===== config.mk =====
export PLATFORM = sky130hd
export DESIGN_NAME = radio_frame_receiver
export DESIGN_NICKNAME = d
export VERILOG_FILES = /design/src/rfr_pkg.sv /design/src/radio_frame_receiver.sv
export SDC_FILE = /design/constraint.sdc
export NUM_CORES = 1
export LEC_CHECK = 0
export BUFFER_PORTS_ARGS = -buffer_cell sky130_fd_sc_hd__buf_4
export CORE_ASPECT_RATIO = 1.5
export CORE_MARGIN = 3
export CORE_UTILIZATION = 68
export CTS_CLUSTER_SIZE = 20
export DETAILED_ROUTE_END_ITERATION = 6
export PLACE_DENSITY = 0.89
export SYNTH_ARGS = -nofsm -noshare
export SYNTH_HDL_FRONTEND = slang
export SYNTH_SLANG_ARGS = --single-unit

===== constraint.sdc =====
create_clock -name clk -period 16.6 [get_ports clk]
set_clock_uncertainty 0.15 [all_clocks]
set_input_delay 1.66 -clock clk [delete_from_list [all_inputs] [get_ports clk]]
set_output_delay 1.66 -clock clk [all_outputs]
set_load 0.1 [all_outputs]

===== src/rfr_pkg.sv =====
// Package for the radio frame receiver: frame layout constants, status codes
// and the modular Fletcher add. No dependencies.
`timescale 1ns / 1ps
`default_nettype none
package rfr_pkg;

    localparam logic [7:0] SYNC0_BYTE    = 8'h48;
    localparam logic [7:0] SYNC1_BYTE    = 8'h65;
    localparam logic [7:0] RESP_BYTE     = 8'h20;
    localparam logic [7:0] CMD_MIN       = 8'h01;
    localparam logic [7:0] CMD_MAX       = 8'h20;
    localparam logic [7:0] HI_ACK        = 8'h0A;
    localparam logic [7:0] HI_NACK       = 8'hFF;
    localparam logic [7:0] HI_NONE       = 8'h00;
    localparam logic [8:0] SHORT_FRAME   = 9'd8;
    localparam logic [8:0] END_UNKNOWN   = 9'd255;
    localparam logic [8:0] FRAME_OVERHEAD = 9'd10;

    localparam logic [8:0] IDX_RESP      = 9'd2;
    localparam logic [8:0] IDX_CMD       = 9'd3;
    localparam logic [8:0] IDX_LEN_HI    = 9'd4;
    localparam logic [8:0] IDX_LEN_LO    = 9'd5;
    localparam logic [8:0] IDX_HCHK0     = 9'd6;
    localparam logic [8:0] IDX_HCHK1     = 9'd7;
    localparam logic [8:0] IDX_PAYLOAD   = 9'd8;

    localparam logic [2:0] ST_OK         = 3'd0;
    localparam logic [2:0] ST_NACK       = 3'd1;
    localparam logic [2:0] ST_EMPTY      = 3'd2;
    localparam logic [2:0] ST_BAD_ACK    = 3'd3;
    localparam logic [2:0] ST_CHECK_FAIL = 3'd4;
    localparam logic [2:0] ST_ZERO_LEN   = 3'd5;

    localparam logic [8:0] MOD255_ONCE   = 9'd255;
    localparam logic [8:0] MOD255_TWICE  = 9'd510;

    // Adds two bytes modulo 255 or 256. Operands can reach 255 even in
    // modulo 255 mode after a mode change, so the sum may need two folds.
    function automatic logic [7:0] mod_add(input logic [7:0] a, input logic [7:0] b,
                                           input logic mod256);
        logic [8:0] sum;
        logic [8:0] red;
        sum = {1'b0, a} + {1'b0, b};
        if (sum >= MOD255_TWICE)
            red = sum - MOD255_TWICE;
        else if (sum >= MOD255_ONCE)
            red = sum - MOD255_ONCE;
        else
            red = sum;
        return mod256 ? sum[7:0] : red[7:0];
    endfunction

endpackage
`default_nettype wire


===== src/radio_frame_receiver.sv =====
// Radio frame receiver top level: byte parser, Fletcher checking and result register.
// Depends on rfr_pkg.
`timescale 1ns / 1ps
`default_nettype none
// Usage
// The receiver takes one radio byte per item on the input channel (in_valid,
// in_stall, rx_byte) and emits results on the output channel (out_valid,
// out_stall and the result fields). Each accepted byte produces either no
// result or one: a payload byte item with kind low while a frame's payload
// streams past, or a status item with kind and last high on the final byte
// of a frame.
// The parser state is updated at the edge that accepts a byte, and the
// result sits in a result register from the next cycle. One byte is accepted
// every cycle unless a held result stalls the output; the figure is set by the
// single pass of compare and modular add logic between the input and that register.
// When the downstream side stalls with a result held, in_stall rises and
// the byte on the input waits; as soon as the held result is taken, a new
// byte is accepted in the same cycle.
// Reset clears the parser to sync search, empties the result register and
// selects modulo 255 sums. cfg_write_enable with cfg_write_data chooses
// modulo 256 (high) or modulo 255 (low); write it only while idle.
module radio_frame_receiver (
    input  wire logic       clk,
    input  wire logic       rst_n,
    input  wire logic       cfg_write_enable,
    input  wire logic       cfg_write_data,
    input  wire logic       in_valid,
    output logic            in_stall,
    input  wire logic [7:0] rx_byte,
    output logic            out_valid,
    input  wire logic       out_stall,
    output logic            kind,
    output logic [7:0]      payload_byte,
    output logic [2:0]      status,
    output logic [7:0]      payload_count,
    output logic            last
);

    logic       mod256_reg;

    logic [8:0]  index_reg, index_next;
    logic [8:0]  end_reg, end_next;
    logic [7:0]  hi_reg, hi_next;
    logic [7:0]  lo_reg, lo_next;
    logic [15:0] hsums_reg, hsums_next;
    logic        hbad_reg, hbad_next;
    logic [15:0] sums_reg, sums_next;
    logic [7:0]  chk_reg, chk_next;

    logic        res_valid_reg, res_valid_next;
    logic        kind_reg, kind_next;
    logic [7:0]  pbyte_reg, pbyte_next;
    logic [2:0]  status_reg, status_next;
    logic [7:0]  count_reg, count_next;

    logic        accept;
    logic        fits;
    logic [9:0]  idx_p1, idx_p2;
    logic [7:0]  s1_new, s2_new;
    logic [15:0] sums_add;
    logic        pay_bad;
    logic [8:0]  plen;
    logic [2:0]  st;
    logic        at_end;

    // The input waits only while a result is held and not being taken.
    assign in_stall = res_valid_reg && out_stall;
    assign accept   = in_valid && !in_stall;

    assign out_valid     = res_valid_reg;
    assign kind          = kind_reg;
    assign payload_byte  = pbyte_reg;
    assign status        = status_reg;
    assign payload_count = count_reg;
    assign last          = kind_reg;

    always_comb
    begin
        unique case (index_reg)
            9'd0:       fits = (rx_byte == rfr_pkg::SYNC0_BYTE);
            9'd1:       fits = (rx_byte == rfr_pkg::SYNC1_BYTE);
            rfr_pkg::IDX_RESP: fits = (rx_byte == rfr_pkg::RESP_BYTE);
            rfr_pkg::IDX_CMD:  fits = (rx_byte >= rfr_pkg::CMD_MIN) &&
                                      (rx_byte <= rfr_pkg::CMD_MAX);
            rfr_pkg::IDX_LEN_HI: fits = (rx_byte == rfr_pkg::HI_NONE) ||
                                        (rx_byte == rfr_pkg::HI_ACK) ||
                                        (rx_byte == rfr_pkg::HI_NACK);
            default:    fits = 1'b1;
        endcase
    end

    assign s1_new   = rfr_pkg::mod_add(sums_reg[7:0], rx_byte, mod256_reg);
    assign s2_new   = rfr_pkg::mod_add(sums_reg[15:8], s1_new, mod256_reg);
    assign sums_add = {s2_new, s1_new};
    assign idx_p1   = {1'b0, index_reg} + 10'd1;
    assign idx_p2   = {1'b0, index_reg} + 10'd2;

    always_comb
    begin
        index_next = index_reg;
        end_next   = end_reg;
        hi_next    = hi_reg;
        lo_next    = lo_reg;
        hsums_next = hsums_reg;
        hbad_next  = hbad_reg;
        sums_next  = sums_reg;
        chk_next   = chk_reg;
        at_end     = 1'b0;
        pay_bad    = 1'b0;
        plen       = '0;
        st         = rfr_pkg::ST_OK;

        res_valid_next = res_valid_reg && out_stall;
        kind_next      = kind_reg;
        pbyte_next     = pbyte_reg;
        status_next    = status_reg;
        count_next     = count_reg;

        if (accept)
        begin
            // The frame length is known from the high byte for ack and nack,
            // else from the low length byte.
            if (index_reg == rfr_pkg::IDX_LEN_HI &&
                (rx_byte == rfr_pkg::HI_ACK || rx_byte == rfr_pkg::HI_NACK))
                end_next = rfr_pkg::SHORT_FRAME;
            else if (index_reg == rfr_pkg::IDX_LEN_LO && end_reg == rfr_pkg::END_UNKNOWN)
                end_next = {1'b0, rx_byte} + rfr_pkg::FRAME_OVERHEAD;

            if (index_reg == rfr_pkg::IDX_LEN_HI)
                hi_next = rx_byte;
            if (index_reg == rfr_pkg::IDX_LEN_LO)
                lo_next = rx_byte;
            if (index_reg == rfr_pkg::IDX_HCHK0 && rx_byte != hsums_reg[7:0])
                hbad_next = 1'b1;
            if (index_reg == rfr_pkg::IDX_HCHK1 && rx_byte != hsums_reg[15:8])
                hbad_next = 1'b1;
            if (index_reg >= rfr_pkg::IDX_RESP && idx_p2 < {1'b0, end_next})
                sums_next = sums_add;
            if (index_reg == rfr_pkg::IDX_LEN_LO)
                hsums_next = sums_next;
            if (idx_p2 == {1'b0, end_next})
                chk_next = rx_byte;

            at_end = fits && (idx_p1 == {1'b0, end_next});

            if (at_end)
            begin
                plen = (end_next >= rfr_pkg::FRAME_OVERHEAD) ?
                       end_next - rfr_pkg::FRAME_OVERHEAD : 9'd0;
                if (hi_next == lo_next)
                begin
                    priority if (hi_next == rfr_pkg::HI_ACK)
                        st = rfr_pkg::ST_OK;
                    else if (hi_next == rfr_pkg::HI_NACK)
                        st = rfr_pkg::ST_NACK;
                    else if (hi_next == rfr_pkg::HI_NONE)
                        st = rfr_pkg::ST_EMPTY;
                    else
                        st = rfr_pkg::ST_BAD_ACK;
                end
                else
                begin
                    pay_bad = (chk_reg != sums_reg[7:0]) || (rx_byte != sums_reg[15:8]);
                    priority if (plen == 9'd0)
                        st = rfr_pkg::ST_ZERO_LEN;
                    else if (hbad_next || pay_bad)
                        st = rfr_pkg::ST_CHECK_FAIL;
                    else
                        st = rfr_pkg::ST_OK;
                end
                res_valid_next = 1'b1;
                kind_next      = 1'b1;
                pbyte_next     = '0;
                status_next    = st;
                count_next     = (st == rfr_pkg::ST_OK) ? plen[7:0] : 8'd0;
            end
            else if (fits && index_reg >= rfr_pkg::IDX_PAYLOAD &&
                     idx_p2 < {1'b0, end_next})
            begin
                res_valid_next = 1'b1;
                kind_next      = 1'b0;
                pbyte_next     = rx_byte;
                status_next    = rfr_pkg::ST_OK;
                count_next     = '0;
            end

            // A pattern break or a finished frame returns the parser to sync search.
            if (!fits || at_end)
            begin
                index_next = '0;
                end_next   = rfr_pkg::END_UNKNOWN;
                hi_next    = '0;
                lo_next    = '0;
                hsums_next = '0;
                hbad_next  = 1'b0;
                sums_next  = '0;
                chk_next   = '0;
            end
            else
                index_next = idx_p1[8:0];
        end
    end

    always_ff @(posedge clk or negedge rst_n)
    begin
        if (!rst_n)
        begin
            mod256_reg    <= 1'b0;
            index_reg     <= '0;
            end_reg       <= rfr_pkg::END_UNKNOWN;
            hi_reg        <= '0;
            lo_reg        <= '0;
            hsums_reg     <= '0;
            hbad_reg      <= 1'b0;
            sums_reg      <= '0;
            chk_reg       <= '0;
            res_valid_reg <= 1'b0;
            kind_reg      <= 1'b0;
        end
        else
        begin
            if (cfg_write_enable)
                mod256_reg <= cfg_write_data;
            index_reg     <= index_next;
            end_reg       <= end_next;
            hi_reg        <= hi_next;
            lo_reg        <= lo_next;
            hsums_reg     <= hsums_next;
            hbad_reg      <= hbad_next;
            sums_reg      <= sums_next;
            chk_reg       <= chk_next;
            res_valid_reg <= res_valid_next;
            kind_reg      <= kind_next;
        end
    end

    always_ff @(posedge clk)
    begin
        pbyte_reg  <= pbyte_next;
        status_reg <= status_next;
        count_reg  <= count_next;
    end

endmodule
`default_nettype wire

==> flow_summary_export.csv <==
group,metric,value,unit
clocking,cts-root-buf,"clkbuf_16",
finish,drive_above_1_share,11.4,%
min_path,hp-class,"reg2reg",
timing,grt_setup_unrepaired,"no",
clocking,cts_made_buffers,9,
timing,timing.fmax,128,MHz
yosys,netlist_area,0.00804,mm2
yosys,syn_avg_cell_area,8.88,um2
run,cap_violations,0,
clocking,cts_sinks,97,
run_status,violations,"design-rule violations",
clocking,post_cts.repair.setup_buffers,0,
die,fp-row-count,48,
pwr,p_leak,0.00361,uW
place,place_area,0.00830,mm2
detailed_routing,routed_wl,24.8,mm
timing,slew_viol_final,0,
die,initial_core_util,69.7,%
finish,multi_input_area,0.00516,mm2
critical_path,r2r-start,"sums_reg[0]$_DFFE_PN0P_",
critical_path,critical_path_class,"in2reg",
clocking,clkTransAtPathRegs,0.07,ns
yosys,syn_inst,905,
critical_path,r2r_end,"hsums_reg[9]$_DFFE_PN0P_",
die,io_pins,37,
die,die_height,139,um
critical_path,reg2reg_depth,19,
grt,antenna_found_initial,0,
yosys,yosysUniqueCellTypes,88,
place,gp_congestion,1.01,
run_status,outcome,"finished, violations left",
yosys,synth_flop_cell,"dfrtp_1",
detailed_routing,drc,1,
grt,globalRouteOverflowTotal,0,
yosys,yosysWarnings,0,
yosys,async_reset_ff_share,80.4,%
min_path,hold-path-endpoint,"hsums_reg[13]$_DFFE_PN0P_",
timing,hold_viol_final,0,
finish,nets,960,
critical_path,path_max_fanout,15,
die,die_x,94.8,um
min_path,hp-start,"hsums_reg[13]$_DFFE_PN0P_",
min_path,whs_path_depth,1,
timing,fin_crit,7.83,ns
grt,grt_pass1_wl,39.6,mm
detailed_routing,via_count,7554,
clocking,cts_tree,"yes",
timing,fin_tns_setup,0,ns
finish,postLayoutCellArea,0.00860,mm2
detailed_routing,routed_via_density,7.13,
detailed_routing,drt-initial-drc-count,766,
die,core_region_area,0.0115,mm2
yosys,syn_nets,961,
critical_path,crit_path_end_kind,"flip-flop",
critical_path,worstPathArrival,7.93,ns
grt,gr-usage-all-layers,38.8,%
finish,nFillCells,877,
finish,register_area,0.00253,mm2
timing,worst_pin_slew,1.15,ns
place,dp_hpwl,18.2,mm
clocking,clockBufferDepth,2,
finish,n_antenna_cell,0,
pwr,power_per_cell_area,73.4,mW/mm2
clocking,postCtsHoldBufs,0,
yosys,ys_seq_area_share,31.5,%
finish,syn2layout_area_growth,7.07,%
pwr,vdd_drop_max,0.0000537,V
timing,relSlewSlack,23.0,%
detailed_routing,drt-pass1-iter-count,7,
yosys,synth-edff-count,19,
critical_path,worstSetupStartpointType,"input pin",
clocking,clkLatencyLatePin,0.36,ns
timing,finalCritPeriodShare,47.2,%
place,io_buffers,36,
detailed_routing,final_antenna_net_count,0,
grt,grt_pass1_vias,7564,
critical_path,required,16.70,ns
critical_path,r2r_slack,9.85,ns
clocking,cts_resized,0,
timing,holdWs,0.371,ns
clocking,htreeDepth,3,
die,die-area,0.0132,mm2
yosys,ys_seq_elements,97,
grt,grt_max_degree,60,
detailed_routing,drt-wirelength-per-cell,23.4,um
timing,finalSetupViolCount,0,
==> cell families after synthesis <==
logic type                 count (synthesis)  synth area share [%]
AOI/OAI and AO/OA                        291                  26.8
and+or+nand+nor                          281                  18.1
xor gates and xnor gates                  98                  10.7
DFF                                       97                  31.5
buffers and inverters                     82                  4.33
adders and majority gates                 42                  6.73
muxes                                     14                  1.84
==> cells in the mapped netlist (19+ instances only) <==
library cell	instances	share of area, %
nor2_1	71	3.3
dfrtp_1	70	22
xnor2_1	62	6.8
nand2_1	58	2.7
o21ai_0	48	3.0
a21oi_1	44	2.7
ha_1	40	6.2
xor2_1	36	3.9
clkbuf_1	34	1.6
a22o_1	33	3.6
inv_1	29	1.4
nor3_1	28	1.7
edfxtp_1	19	7.1
nand3_1	19	1.2
==> worst max-delay path by stage <==
stage	start	end	slack [ns]	depth (start not counted)
final	rx_byte[0]	hsums_reg[9]$_DFFE_PN0P_	8.77	20
after CTS	rx_byte[0]	hsums_reg[9]$_DFFE_PN0P_	8.89	21
after detailed placement	rx_byte[0]	hsums_reg[9]$_DFFE_PN0P_	8.52	21
after global routing	rx_byte[0]	hsums_reg[9]$_DFFE_PN0P_	8.20	21
after floorplan	rx_byte[0]	hsums_reg[9]$_DFFE_PN0P_	9.82	22
after global placement	rx_byte[0]	hsums_reg[9]$_DFFE_PN0P_	8.82	21
==> worst max-delay path, cell delays in order <==
cell and delay (ns):
buf_4 0.19, ha_1 0.26, fa_1 0.41, a211oi_1 0.42, nor2_1 0.11, xor2_1 0.40, and4b_1 0.36, and3_1 0.36
o21ai_0 0.15, o2bb2ai_1 0.20, ha_1 0.38, a21o_1 0.20, a311oi_1 0.32, o2bb2ai_1 0.23, nor4_1 0.81, nand3_1 0.52
a211oi_1 0.35, nor2_1 0.07, a211o_1 0.29, a32o_1 0.23
==> per-stage QoR <==
step,total power [uW],setup WS (ns),utilization [%],std cells
after floorplan,367,9.82,-,905
after global placement,408,8.82,71.9,1043
after detailed placement,414,8.52,71.9,1043
after CTS,626,8.89,74.6,1059
after global routing,651,8.20,74.6,1059
final,631,8.77,74.6,1059
==> report_power, final <==
part	internal, uW	switching, uW
logic	46.4	119
registers	244	6.04
clock network	117	98.7
total	407	224
==> cell type report <==
type,count,share of cell area [%]
clock buffer,11,3.07
clock inverter,5,0.509
inverter,29,1.27
multi-input combinational,726,60.0
sequential,97,29.4
tap,150,2.18
timing repair buffer,41,3.58
==> layer usage <==
layer | vias up | wire [um] | GRT usage (%)
li1 | 3384 | - | -
met1 | 3525 | 8580 | 42.6
met2 | 479 | 12300 | 65.5
met3 | 166 | 1860 | 6.84
met4 | 0 | 2080 | 27.7
met5 | - | 0 | 0
==> placed cells by master (no fill, tap or decap), drive strengths merged, types with 6 or more instances in the layout <==
cell type / Yosys / final
o2111ai: 6 / 6
dfrtp: 70 / 70
nand2: 60 / 60
edfxtp: 19 / 19
nor3: 29 / 29
buf: 19 / 41
a32o: 10 / 10
and3: 8 / 8
a22o: 33 / 33
o22ai: 14 / 14
ha: 40 / 40
o31ai: 11 / 11
mux2i: 8 / 8
xnor2: 62 / 62
xor2: 36 / 36
o21ai: 54 / 54
o21a: 6 / 6
mux2: 6 / 6
o2bb2ai: 11 / 11
dfstp: 8 / 8
nand4: 16 / 16
nand2b: 13 / 13
nor4: 8 / 8
clkbuf: 34 / 11
and2: 11 / 11
nor2b: 14 / 14
a31oi: 19 / 19
a21o: 13 / 13
a21oi: 45 / 45
nor2: 71 / 71
inv: 29 / 31
nand3: 19 / 19
o211ai: 9 / 9
a22oi: 9 / 9
a211oi: 7 / 7
Power figures use the tool's default switching activity.
